[src/rtl/kdlp_pkg.sv]
// ----------------------------------------------------------------------------
// kdlp_pkg
// Shared types, constants and helpers for the key debouncer with long-press
// detection.
// ----------------------------------------------------------------------------
`default_nettype none

package kdlp_pkg;

    localparam int KEY_COUNT   = 5;
    localparam int IDX_W       = 3;
    localparam int TICK_W      = 16;
    localparam int CFG_IDX_W   = 1;

    localparam logic [CFG_IDX_W-1:0] CFG_DEBOUNCE = 1'b0;
    localparam logic [CFG_IDX_W-1:0] CFG_LONG     = 1'b1;

    localparam logic [TICK_W-1:0] DEBOUNCE_RESET = 16'd100;
    localparam logic [TICK_W-1:0] LONG_RESET     = 16'd500;

    localparam logic [1:0] PHASE_IDLE    = 2'd0;
    localparam logic [1:0] PHASE_CONFIRM = 2'd1;
    localparam logic [1:0] PHASE_DECIDE  = 2'd2;

    localparam logic [IDX_W-1:0] KEY_LEFT   = 3'd0;
    localparam logic [IDX_W-1:0] KEY_RIGHT  = 3'd1;
    localparam logic [IDX_W-1:0] KEY_SELECT = 3'd2;
    localparam logic [IDX_W-1:0] KEY_DOWN   = 3'd3;
    localparam logic [IDX_W-1:0] KEY_UP     = 3'd4;

    typedef struct packed {
        logic             valid;
        logic [IDX_W-1:0] key_index;
        logic             long_press;
    } result_t;

    typedef struct packed {
        logic             found;
        logic [IDX_W-1:0] idx;
    } pick_t;

    // Pressed is a low level; an index past the last key reads as released.
    function automatic logic key_is_down(input logic [KEY_COUNT-1:0] levels,
                                         input logic [IDX_W-1:0] idx);
        logic down;
        case (idx)
            KEY_LEFT:   down = ~levels[0];
            KEY_RIGHT:  down = ~levels[1];
            KEY_SELECT: down = ~levels[2];
            KEY_DOWN:   down = ~levels[3];
            KEY_UP:     down = ~levels[4];
            default:    down = 1'b0;
        endcase
        return down;
    endfunction

    // Lowest index wins: left, right, select, down, up.
    function automatic pick_t pick_key(input logic [KEY_COUNT-1:0] levels);
        pick_t p;
        p.found = 1'b1;
        if (!levels[0])
            p.idx = KEY_LEFT;
        else if (!levels[1])
            p.idx = KEY_RIGHT;
        else if (!levels[2])
            p.idx = KEY_SELECT;
        else if (!levels[3])
            p.idx = KEY_DOWN;
        else if (!levels[4])
            p.idx = KEY_UP;
        else
        begin
            p.found = 1'b0;
            p.idx   = KEY_LEFT;
        end
        return p;
    endfunction

endpackage

`default_nettype wire

[src/rtl/kdlp_cfg_regs.sv]
// ----------------------------------------------------------------------------
// kdlp_cfg_regs
// Debounce and long-press wait registers behind a plain write port.
// ----------------------------------------------------------------------------
`default_nettype none

module kdlp_cfg_regs
    import kdlp_pkg::*;
(
    input  wire logic                 clk,
    input  wire logic                 rst_n,
    input  wire logic                 cfg_we,
    input  wire logic [CFG_IDX_W-1:0] cfg_index,
    input  wire logic [TICK_W-1:0]    cfg_data,
    output logic      [TICK_W-1:0]    debounce_ticks,
    output logic      [TICK_W-1:0]    long_ticks
);

    logic [TICK_W-1:0] debounce_reg;
    logic [TICK_W-1:0] debounce_next;
    logic [TICK_W-1:0] long_reg;
    logic [TICK_W-1:0] long_next;

    always_comb
    begin
        debounce_next = debounce_reg;
        long_next     = long_reg;
        if (cfg_we)
        begin
            case (cfg_index)
                CFG_DEBOUNCE: debounce_next = cfg_data;
                CFG_LONG:     long_next     = cfg_data;
                default:      ;
            endcase
        end
    end

    always_ff @(posedge clk or negedge rst_n)
    begin
        if (!rst_n)
        begin
            debounce_reg <= DEBOUNCE_RESET;
            long_reg     <= LONG_RESET;
        end
        else
        begin
            debounce_reg <= debounce_next;
            long_reg     <= long_next;
        end
    end

    assign debounce_ticks = debounce_reg;
    assign long_ticks     = long_reg;

endmodule

`default_nettype wire

[src/rtl/kdlp_tracker.sv]
// ----------------------------------------------------------------------------
// kdlp_tracker
// Phase, followed key and wait counter; one sample beat per step.
// ----------------------------------------------------------------------------
`default_nettype none

module kdlp_tracker
    import kdlp_pkg::*;
(
    input  wire logic                 clk,
    input  wire logic                 rst_n,
    input  wire logic                 beat,
    input  wire logic [KEY_COUNT-1:0] key_levels,
    input  wire logic [TICK_W-1:0]    debounce_ticks,
    input  wire logic [TICK_W-1:0]    long_ticks,
    output result_t                   res
);

    logic [1:0]        phase_reg;
    logic [1:0]        phase_next;
    logic [IDX_W-1:0]  held_key_reg;
    logic [IDX_W-1:0]  held_key_next;
    logic [TICK_W-1:0] tick_count_reg;
    logic [TICK_W-1:0] tick_count_next;
    logic              wait_done;
    logic              held_down;
    pick_t             pick;

    assign wait_done = (tick_count_reg <= TICK_W'(1));
    assign held_down = key_is_down(key_levels, held_key_reg);
    assign pick      = pick_key(key_levels);

    always_comb
    begin
        phase_next      = phase_reg;
        held_key_next   = held_key_reg;
        tick_count_next = tick_count_reg;
        res.valid       = 1'b0;
        res.key_index   = held_key_reg;
        res.long_press  = held_down;
        case (phase_reg)
            PHASE_CONFIRM:
            begin
                if (!wait_done)
                    tick_count_next = tick_count_reg - TICK_W'(1);
                else if (held_down)
                begin
                    phase_next      = PHASE_DECIDE;
                    tick_count_next = long_ticks;
                end
                else
                begin
                    phase_next      = PHASE_IDLE;
                    tick_count_next = '0;
                end
            end
            PHASE_DECIDE:
            begin
                if (!wait_done)
                    tick_count_next = tick_count_reg - TICK_W'(1);
                else
                begin
                    res.valid       = 1'b1;
                    phase_next      = PHASE_IDLE;
                    tick_count_next = '0;
                end
            end
            default:
            begin
                phase_next = PHASE_IDLE;
                if (pick.found)
                begin
                    held_key_next   = pick.idx;
                    phase_next      = PHASE_CONFIRM;
                    tick_count_next = debounce_ticks;
                end
            end
        endcase
    end

    always_ff @(posedge clk or negedge rst_n)
    begin
        if (!rst_n)
        begin
            phase_reg      <= PHASE_IDLE;
            held_key_reg   <= '0;
            tick_count_reg <= '0;
        end
        else if (beat)
        begin
            phase_reg      <= phase_next;
            held_key_reg   <= held_key_next;
            tick_count_reg <= tick_count_next;
        end
    end

endmodule

`default_nettype wire

[src/rtl/kdlp_out_reg.sv]
// ----------------------------------------------------------------------------
// kdlp_out_reg
// Result register on the event channel; holds a beat while stalled.
// ----------------------------------------------------------------------------
`default_nettype none

module kdlp_out_reg
    import kdlp_pkg::*;
(
    input  wire logic             clk,
    input  wire logic             rst_n,
    input  wire logic             load,
    input  wire result_t          res,
    input  wire logic             out_stall,
    output logic                  out_valid,
    output logic      [IDX_W-1:0] key_index,
    output logic                  long_press,
    output logic                  busy
);

    logic             valid_reg;
    logic [IDX_W-1:0] key_index_reg;
    logic             long_press_reg;

    always_ff @(posedge clk or negedge rst_n)
    begin
        if (!rst_n)
            valid_reg <= 1'b0;
        else if (load)
            valid_reg <= res.valid;
        else if (!out_stall)
            valid_reg <= 1'b0;
    end

    always_ff @(posedge clk)
    begin
        if (load && res.valid)
        begin
            key_index_reg  <= res.key_index;
            long_press_reg <= res.long_press;
        end
    end

    assign out_valid  = valid_reg;
    assign key_index  = key_index_reg;
    assign long_press = long_press_reg;
    assign busy       = valid_reg && out_stall;

endmodule

`default_nettype wire

[src/rtl/key_debounce_long_press.sv]
// ----------------------------------------------------------------------------
// key_debounce_long_press
// Five-key debouncer with short/long press events.
// ----------------------------------------------------------------------------
// Usage:
//   Input channel (in_valid/in_stall, key_levels): one beat per timer tick,
//   five active-low key levels. Output channel (out_valid/out_stall,
//   key_index, long_press): one event beat per detected press.
//   cfg_we/cfg_index/cfg_data set debounce_ticks (0) and long_ticks (1);
//   write only while no press is being tracked.
// Throughput: one sample beat per cycle. in_stall rises only while an event
//   beat sits in the result register and the receiver stalls it.
// Event timing: the event appears on the output in the cycle after the sample beat
//   at which the long/short decision is made (detection tick plus
//   debounce_ticks plus long_ticks beats), held in the single result register.
// Reset: phase returns to idle, registers to 100 and 500, output empty.
// Receiver stall: the event beat holds; further samples wait until it is
//   taken.
// ----------------------------------------------------------------------------
`default_nettype none

module key_debounce_long_press
    import kdlp_pkg::*;
(
    input  wire logic                 clk,
    input  wire logic                 rst_n,
    input  wire logic                 cfg_we,
    input  wire logic [CFG_IDX_W-1:0] cfg_index,
    input  wire logic [TICK_W-1:0]    cfg_data,
    input  wire logic                 in_valid,
    output logic                      in_stall,
    input  wire logic [KEY_COUNT-1:0] key_levels,
    output logic                      out_valid,
    input  wire logic                 out_stall,
    output logic      [IDX_W-1:0]     key_index,
    output logic                      long_press
);

    logic [TICK_W-1:0] debounce_ticks;
    logic [TICK_W-1:0] long_ticks;
    logic              beat;
    logic              busy;
    result_t           res;

    assign in_stall = busy;
    assign beat     = in_valid && !busy;

    kdlp_cfg_regs u_cfg (
        .clk            (clk),
        .rst_n          (rst_n),
        .cfg_we         (cfg_we),
        .cfg_index      (cfg_index),
        .cfg_data       (cfg_data),
        .debounce_ticks (debounce_ticks),
        .long_ticks     (long_ticks)
    );

    kdlp_tracker u_tracker (
        .clk            (clk),
        .rst_n          (rst_n),
        .beat           (beat),
        .key_levels     (key_levels),
        .debounce_ticks (debounce_ticks),
        .long_ticks     (long_ticks),
        .res            (res)
    );

    kdlp_out_reg u_out (
        .clk        (clk),
        .rst_n      (rst_n),
        .load       (beat),
        .res        (res),
        .out_stall  (out_stall),
        .out_valid  (out_valid),
        .key_index  (key_index),
        .long_press (long_press),
        .busy       (busy)
    );

endmodule

`default_nettype wire

[config.mk]
export PLATFORM = sky130hd
export DESIGN_NAME = key_debounce_long_press
export DESIGN_NICKNAME = d
export VERILOG_FILES = /design/src/rtl/kdlp_pkg.sv /design/src/rtl/kdlp_cfg_regs.sv /design/src/rtl/kdlp_tracker.sv /design/src/rtl/kdlp_out_reg.sv /design/src/rtl/key_debounce_long_press.sv
export SDC_FILE = /design/constraint.sdc
export NUM_CORES = 1
export LEC_CHECK = 0
export ABC_AREA = 1
export ABC_CLOCK_PERIOD_IN_PS = 1900
export BUFFER_PORTS_ARGS = -buffer_cell sky130_fd_sc_hd__buf_2
export CAP_MARGIN = 20
export CELL_PAD_IN_SITES_DETAIL_PLACEMENT = 1
export CELL_PAD_IN_SITES_GLOBAL_PLACEMENT = 1
export CORE_MARGIN = 4
export CORE_UTILIZATION = 43
export DETAILED_ROUTE_END_ITERATION = 6
export HOLD_SLACK_MARGIN = 0.12
export PLACE_DENSITY_LB_ADDON = 0.1
export SLEW_MARGIN = 20
export SYNTH_ARGS = -nofsm -noshare
export SYNTH_HDL_FRONTEND = slang
export SYNTH_SLANG_ARGS = --single-unit
[constraint.sdc]
create_clock -name clk -period 1.9 [get_ports clk]
set_input_delay 0.38 -clock clk [delete_from_list [all_inputs] [get_ports clk]]
set_output_delay 0.38 -clock clk [all_outputs]
set_load 0.01 [all_outputs]
Yosys cells after proc, flatten, opt, wreduce, memory -nomap -nowiden
Cells that the tools add are included.
{"block": "word_totals", "register_bits": 58, "latch_bits": 0, "ram_bits": 0, "rom_bits": 0, "input_bits": 27, "output_inout_bits": 6, "word_cells": 63, "memories": 0}
{"block": "classes", "n_addsub": 1, "n_mul": 0, "div": 0, "order_cmp": 1, "eq_ne": 9, "shift": 0, "muxes": 25, "bitwise": 7, "reduce_logical": 12}
{"operator": "$mux 16", "count": 4}
{"operator": "$pmux 16 s2", "count": 1}
{"operator": "$le 16x1->1 const B", "count": 1}
{"operator": "$sub 16x1->16 const B", "count": 1}
{"operator": "$mux 3", "count": 5}
{"operator": "$mux 1", "count": 10}
{"operator": "$not 1->1", "count": 7}
{"operator": "$eq 3x2->1 const B", "count": 2}
{"operator": "$mux 2", "count": 3}
{"operator": "$ne 2x1->1 const B", "count": 3}
{"operator": "$reduce_and 2->1", "count": 3}
{"operator": "$reduce_and 3->1", "count": 2}
{"operator": "$pmux 1 s5", "count": 1}
{"operator": "$pmux 2 s2", "count": 1}
{"operator": "$eq 3x1->1 const B", "count": 1}
{"operator": "$eq 3x3->1 const B", "count": 1}
{"operator": "$logic_and 1x1->1", "count": 3}
{"operator": "$logic_not 3->1", "count": 1}
{"operator": "$reduce_bool 3->1", "count": 1}
{"operator": "$eq 2x1->1 const B", "count": 1}
{"operator": "$eq 2x2->1 const B", "count": 1}
{"operator": "$reduce_or 2->1", "count": 1}
{"operator": "$logic_not 1->1", "count": 1}

Depth between registers and ports, before layout
Gate-level depths: netlist of run 1.
{"block": "depth", "depth_word": 7, "depth_mapped": 14}

Modules after synthesis
A second synthesis of run 1 with hierarchy kept.
{"block": "unflattened", "hier_cells": 481, "hier_area_um2": 3403.3}
{"mod": "kdlp_tracker", "n_inst": 1, "cells_each": 327, "area_per_inst_um2": 1889.3}
{"mod": "kdlp_cfg_regs", "n_inst": 1, "cells_each": 140, "area_per_inst_um2": 1331.3}
{"mod": "kdlp_out_reg", "n_inst": 1, "cells_each": 12, "area_per_inst_um2": 172.7}
{"mod": "key_debounce_long_press", "n_inst": 1, "cells_each": 2, "area_per_inst_um2": 10.0}

Worst setup path after synthesis of run 1
Ideal clock, no wire load.
{"block": "synth_path", "path_kind": "register to register", "start": "reg u_tracker.tick_count_reg[0]", "end": "reg u_tracker.tick_count_reg[8]", "setup_time_ns": 0.116, "arrival_ns": 1.476, "t_required_ns": 1.784, "setup_slack_ns": 0.307, "stages_incl_launch_ff": 15, "path_buffers": 1, "path_cell_list": "dfrtp_1 -> inv_1 -> ha_1 -> inv_1 -> nand2_1 -> nand2_1 -> nor2_2 -> nand2_4 -> nand2_4 -> inv_2 -> buf_6 -> nand2_1 -> nand3_1 -> nand2_1 -> nand2_1"}
{"block": "synth_via", "elab_chain_cells": 3}
{"element": "start: declaration", "line": "kdlp_tracker.sv:23", "rtl": "logic [TICK_W-1:0] tick_count_reg;"}
{"element": "start signal: assignment", "line": "kdlp_tracker.sv:93", "rtl": "tick_count_reg <= tick_count_next;"}
{"element": "$sub 16x1->16 / $le 16x1->1 (equally long branches)", "line": "kdlp_tracker.sv:45, kdlp_tracker.sv:60, kdlp_tracker.sv:29"}
{"element": "$mux 16, on equally long branches", "line": "kdlp_tracker.sv:59, kdlp_tracker.sv:44"}
{"element": "$pmux 16 s2 (*)", "line": "kdlp_tracker.sv:41", "rtl": "case (phase_reg)"}
Every way passes the cells marked *; elsewhere a longest branch is shown, timed or not.
A chain may end at the register's enable or synchronous reset.

Final worst setup path of run 1
{"block": "layout_path", "start": "reg u_tracker.phase_reg[0]", "end": "reg u_tracker.tick_count_reg[15]"}
{"block": "layout_via", "elab_chain_cells": 3}
{"element": "start: declaration", "line": "kdlp_tracker.sv:19", "rtl": "logic [1:0] phase_reg;"}
{"element": "start signal: assignment", "line": "kdlp_tracker.sv:91", "rtl": "phase_reg <= phase_next;"}
{"element": "$eq 2x1->1 / $eq 2x2->1 (equally long branches)", "line": "kdlp_tracker.sv:41"}
{"element": "$reduce_bool 3->1 (no line)"}
{"element": "$reduce_and 2->1 (no line)"}
Several ways; a longest one is shown, not always the timed one.

==> impl_metrics.tcl, run 1 <==
set metrics [dict create \
    via_count 2884 \
    p_sw_share_pct 43.4 \
    period_needed_ps 1770 \
    numCtsBuffers 9 \
    reg2reg_to "u_tracker.tick_count_reg[15]$_DFFE_PN0P_" \
    grt_max_degree 55 \
    gp_congestion 0.804 \
    finalNetCount 517 \
    h-tree-depth 3 \
    clockRootBuffer "clkbuf_8" \
    ys_seq_elements 58 \
    hold_class "primary input to flop" \
    avgRoutedWirePerCell_um 14.0 \
    finalSetupViolCount 0 \
    arrival_ps 2000 \
    area_delta_synth_final_pct 17.3 \
    total_leakage_power_nw 1.97 \
    coreArea_um2 7290 \
    grt_pass1_vias 3123 \
    ys_warn_count 0 \
    power_mw 5.83 \
    pin_count 33 \
    p_int_mw 3.30 \
    endpoint "u_tracker.tick_count_reg[15]$_DFFE_PN0P_" \
    r2r_slack_ps 130 \
    pwr-share-seq_pct 32.7 \
    initial_core_util_pct 44.7 \
    cts_sinks 58 \
    max-slew-margin-rel_pct 72.0 \
    grt_pass1_wl_um 14500 \
    finalCritPeriodShare_pct 93.0 \
    path_clk_slew_ps 70 \
    diodes 0 \
    syn_inst 449 \
    insertion_delay_ps 340 \
    avgSynthCellArea_um2 7.25 \
    final_common_cell "nand2_1" \
    power_switching_mw 2.53 \
    die_x_um 95.0 \
    grt_util_met2_pct 35.0 \
    wirelength_um 8280 \
    startpoint_type "flop" \
    post-route-util_pct 52.4 \
    grt_use_met3_pct 3.39 \
    critPathKind "flop to flop" \
    final_cell_mix "137 x nand2_1, 62 x nor2_1, 54 x inv_1" \
    clock.fmax_mhz 566 \
    slew_viol_final 0 \
    met1_usage_pct 27.1 \
    layout-drive-gt1-share_pct 17.1 \
    yosysSeqAreaShare_pct 45.5 \
    synth_edf_count 4 \
    drc_errors 0 \
    clock-skew-final_ps 11.0 \
    tightest_slew_ps 419 \
    syn_area_um2 3260 \
    pwr-share-clk_pct 22.6 \
    yosys_most_used_dff "dfrtp_1" \
    end_kind "flop" \
    grt.busiest_layer "met2" \
    grt_overflow 0 \
    pwr-share-comb_pct 44.6 \
    vias_per_cell 4.89 \
    dieArea_um2 9030 \
    portBuffers 32 \
    rr_startpoint "u_tracker.phase_reg[0]$_DFFE_PN0P_" \
    cts.path.max_buffers 2 \
    drv_cap 0 \
    report.final.hold_viol_count 0 \
    irDropWorstVdd_mv 0.544 \
    status "finished clean" \
    first_pass_iters 5 \
    ant_nets 0 \
    rsz0062_at_grt "false" \
    power.density_nw_per_um2 1530 \
    grt_usage_pct 20.8 \
    antenna_found_initial 0 \
    hpwl_um 5840 \
    synth-async-reset-ratio_pct 93.1 \
    tns_ps 0 \
    cp-startpoint "u_tracker.phase_reg[0]$_DFFE_PN0P_" \
    reg2regPathDepth 9 \
    cts_tree "yes" \
    cp_max_fo 22 \
    die_h_um 95.0 \
    drt-initial-drc-count 149 \
    fp-row-count 31 \
    worstPathRequired_ps 2130 \
    n_fill_cell 978 \
    synth_cell_types 27 \
    synthesis.nets 480 \
]
[critical path: stages, from the launching register on]
cell and delay (ps):
dfrtp_1 350, inv_1 60, ha_1 400, inv_1 170, o21ai_2 100, buf_12 170, a21oi_1 170, nand2_1 80
nor2_1 110, nor2_1 40
[how the worst min path moves through the flow]
stage / from / endpoint / depth (start not counted)
after detailed placement: rst_n / u_tracker.held_key_reg[1]$_DFFE_PN0P_ / 2
final: cfg_data[4] / u_cfg.long_ticks[4]$_DFFE_PN1P_ / 3
after CTS: cfg_data[4] / u_cfg.long_ticks[4]$_DFFE_PN1P_ / 3
after floorplan: rst_n / u_cfg.debounce_ticks[0]$_DFFE_PN0P_ / 0
after global placement: rst_n / u_tracker.held_key_reg[1]$_DFFE_PN0P_ / 2
after global routing: cfg_data[4] / u_cfg.long_ticks[4]$_DFFE_PN1P_ / 3
[timing repair]
action / in CTS / in global routing
endpoints found under the hold margin: 45 / 0
endpoints found under the setup margin: 0 / 20
setup buffers: 0 / 1
resized for setup: 0 / 6
hold buffers: 1 / 0
[cells in the mapped netlist, types with 4 or more instances]
| library cell | count | area share, % |
|---|---|---|
| edfxtp_1 | 4 | 3.7 |
| ha_1 | 4 | 1.5 |
| buf_2 | 5 | 0.77 |
| nand4_1 | 4 | 0.77 |
| dfstp_2 | 9 | 7.3 |
| o21ai_0 | 39 | 6.0 |
| inv_1 | 54 | 6.2 |
| clkbuf_1 | 6 | 0.69 |
| nor2_1 | 63 | 7.3 |
| dfrtp_1 | 45 | 35 |
| xor2_1 | 5 | 1.3 |
| nor2_2 | 5 | 0.96 |
| nand3_1 | 41 | 6.3 |
| nand2_1 | 137 | 16 |
[cell families after synthesis]
| family | after synthesis | synth area share, % |
|---|---|---|
| xor+xnor | 5 | 1.34 |
| simple gates | 266 | 35.2 |
| flops | 58 | 45.5 |
| buf+inv | 70 | 8.95 |
| fa+ha+maj | 4 | 1.54 |
| compound gates | 46 | 7.41 |
[power by group through the flow]
| stage | combinational [mW] | sequential, mW | clock (mW) |
|---|---|---|---|
| floorplan | 1.97 | 1.82 | 0 |
| global placement | 2.49 | 1.91 | 0 |
| detailed placement | 2.57 | 1.93 | 0 |
| CTS | 2.59 | 1.91 | 1.34 |
| global route | 3.00 | 1.97 | 1.41 |
| finish | 2.60 | 1.91 | 1.32 |
[through the flow]
step	hold slack, ps	cell area (um^2)	instances	worst slack (ps)
after CTS	252	3780	589	0.258
after global routing	280	3820	590	9.23
final	264	3820	590	132
after floorplan	84.4	3260	449	307
after global placement	401	3550	572	151
after detailed placement	399	3550	572	24.5
[cell type report]
cell class | instances | area [um^2] | area share, %
Multi-Input combinational cell | 321 | 1500 | 39.2
Timing Repair Buffer | 41 | 280 | 7.33
Inverter | 55 | 209 | 5.47
Clock buffer | 11 | 153 | 3.99
Clock inverter | 5 | 75.1 | 1.96
Sequential cell | 58 | 1480 | 38.8
Tap cell | 99 | 124 | 3.24
[layer usage]
| metal | part of all wire [%] | up-vias | wire length (um) |
|---|---|---|---|
| met5 | 0 | - | 0 |
| met4 | 1.5 | 0 | 122 |
| met3 | 3.0 | 10 | 245 |
| met2 | 47 | 37 | 3890 |
| met1 | 49 | 1371 | 4020 |
| li1 | - | 1466 | - |
(Power assumes the default switching activity.)
==> inputs of run 2 (changes only) <==
CORE_ASPECT_RATIO = 0.8   (was not set)
PLACE_DENSITY = 0.86   (was not set)
PLACE_DENSITY_LB_ADDON = not set   (was 0.1)
==> run 2 against run 1 <==
  * Clock skew is 0.95 ps lower
  * Sequential share of layout area is 0.42 points higher
  * Largest cell class unchanged
  * Combinational power is 2% higher
  * Global-route usage is 0.94 points higher
  * Non-clock buffer count stayed put
  * Critical path depth is 1 lower
  * Design area is 1.1% lower
  * Routed wire length is 9.5% higher
  * Hold slack worse by 2.2 ps
  * Die area hardly changed
  * Sequential cell count stayed put
  * Clock-buffer cell count stayed put
  * Highest routed layer unchanged
==> impl_metrics.tcl, run 2 (synthesis results as in run 1) <==
set metrics [dict create \
    status "finished clean" \
    period_needed_ps 1790 \
    grt_pass1_wl_um 15500 \
    drv_cap 0 \
    p_sw_share_pct 45.8 \
    cp_top_family "simple AND/OR/NAND/NOR gates" \
    pwr-share-seq_pct 33.5 \
    tightest_slew_ps 540 \
    portBuffers 32 \
    clock-skew-final_ps 10.1 \
    worstPathRequired_ps 1920 \
    first_pass_iters 4 \
    dp_cells 578 \
    report.final.hold_viol_count 0 \
    wirelength_um 9070 \
    power.density_nw_per_um2 1510 \
    startpoint_type "flop" \
    grt_pass1_vias 3236 \
    cp_max_fo 7 \
    irDropWorstVdd_mv 0.534 \
    total_leakage_power_nw 1.94 \
    pwr-share-comb_pct 46.2 \
    grt_usage_pct 21.7 \
    hold_class "primary input to flop" \
    diodes 0 \
    r2r_slack_ps 110 \
    final_common_cell "nand2_1" \
    crit_path_frequent_cell "nand2_1" \
    max_stage_delay_ps 420 \
    pwr-share-clk_pct 20.3 \
    finalNetCount 517 \
    path_clk_slew_ps 70 \
    cp.buffers_inverters 2 \
    avgRoutedWirePerCell_um 15.2 \
    grt_overflow 0 \
    drt-initial-drc-count 139 \
    h-tree-depth 3 \
    finalCritPeriodShare_pct 94.3 \
    p_int_mw 3.10 \
    area_delta_synth_final_pct 16.1 \
    post-route-util_pct 51.1 \
    layout-drive-gt1-share_pct 17.5 \
    power_switching_mw 2.62 \
    cts_sinks 58 \
    numCtsBuffers 9 \
    critPathKind "flop to flop" \
    vias_per_cell 5.03 \
    final_cell_mix "137 x nand2_1, 62 x nor2_1, 53 x inv_1" \
    insertion_delay_ps 360 \
    slew_viol_final 0 \
    clockRootBuffer "clkbuf_8" \
    via_count 2995 \
    fin_cells 596 \
    finalSetupViolCount 0 \
    die_h_um 85.8 \
    end_kind "flop" \
    cts.path.max_buffers 2 \
    fp-row-count 28 \
    pin_count 33 \
    max-slew-margin-rel_pct 64.0 \
    initial_core_util_pct 44.1 \
    worstPathCellList "inv_2 -> ha_1 -> inv_1 -> nand2_1 -> nand2_1 -> nor2_2 -> nand2_4 -> nor2_1" \
    arrival_ps 1810 \
    hpwl_um 6510 \
    coreArea_um2 7390 \
    antenna_found_initial 0 \
    cts_tree "yes" \
    ant_nets 0 \
    crit_slowest_cell "dfrtp_1" \
    drc_errors 0 \
    clock.fmax_mhz 558 \
    gp_congestion 0.849 \
    grt_max_degree 36 \
    die_x_um 105 \
    dieArea_um2 9040 \
]
[run 2: what timing repair did]
item | 4_1_cts | 5_1_grt
gates resized for setup | 1 | 7
buffers inserted | 0 | 1
cloned | 0 | 0
endpoints found under the setup margin | 1 | 22
hold buffers | 1 | 0
pin swaps | 0 | 2
hold endpoints to repair | 16 | 0
[run 2: power groups by stage]
stage	clock network (mW)	logic (mW)	registers, mW
6_report	1.16	2.64	1.92
5_1_grt	1.24	3.02	1.97
4_1_cts	1.18	2.58	1.91
3_5_place_dp	0	2.53	1.93
3_3_place_gp	0	2.43	1.91
2_1_floorplan	0	1.97	1.82
[run 2: worst paths after layout]
check | from | to | cells past startpoint
min in group asynchronous | rst_n | u_cfg.debounce_ticks[3]$_DFFE_PN0P_ | 2
setup / recovery | u_tracker.tick_count_reg[1]$_DFFE_PN0P_ | u_out.key_index[1]$_DFFE_PP_ | 8
hold / removal | cfg_data[8] | u_cfg.long_ticks[8]$_DFFE_PN1P_ | 3
hold reg to reg | u_cfg.debounce_ticks[12]$_DFFE_PN0P_ | u_cfg.debounce_ticks[12]$_DFFE_PN0P_ | 2
max in group asynchronous | rst_n | u_cfg.long_ticks[8]$_DFFE_PN1P_ | 3
setup reg to reg | u_tracker.tick_count_reg[1]$_DFFE_PN0P_ | u_out.key_index[1]$_DFFE_PP_ | 8
[run 2: worst min-delay path, cell delays in order]
cell	delay, ps
buf_2	100
inv_1	50
o21ai_0	80
[run 2: per-layer routing]
layer | wire length, um | up-vias | GRT usage (%)
li1 | - | 1474 | -
met4 | 159 | 0 | 7.27
met3 | 381 | 14 | 6.09
met2 | 4170 | 53 | 34.3
met1 | 4360 | 1454 | 29.0
met5 | 0 | - | 0
[run 2: per-stage QoR]
stage	power (mW)	worst slack (ps)	setup TNS (ps)	hold slack [ps]	cell area (um^2)
finish	5.72	108	0	262	3780
global route	6.23	-65.3	-467	281	3780
CTS	5.67	6.31	0	252	3740
detailed placement	4.46	-0.605	-0.605	380	3530
global placement	4.33	153	0	369	3530
floorplan	3.80	307	0	84.4	3260
[run 2: layout make-up]
class | instances | area [um^2]
tap | 105 | 131
timing repair buffer | 41 | 255
fill | 958 | 3610
inverter | 55 | 209
clock buffer | 11 | 141
sequential | 58 | 1480
clock inverter | 5 | 55.1
multi-input combinational | 321 | 1510
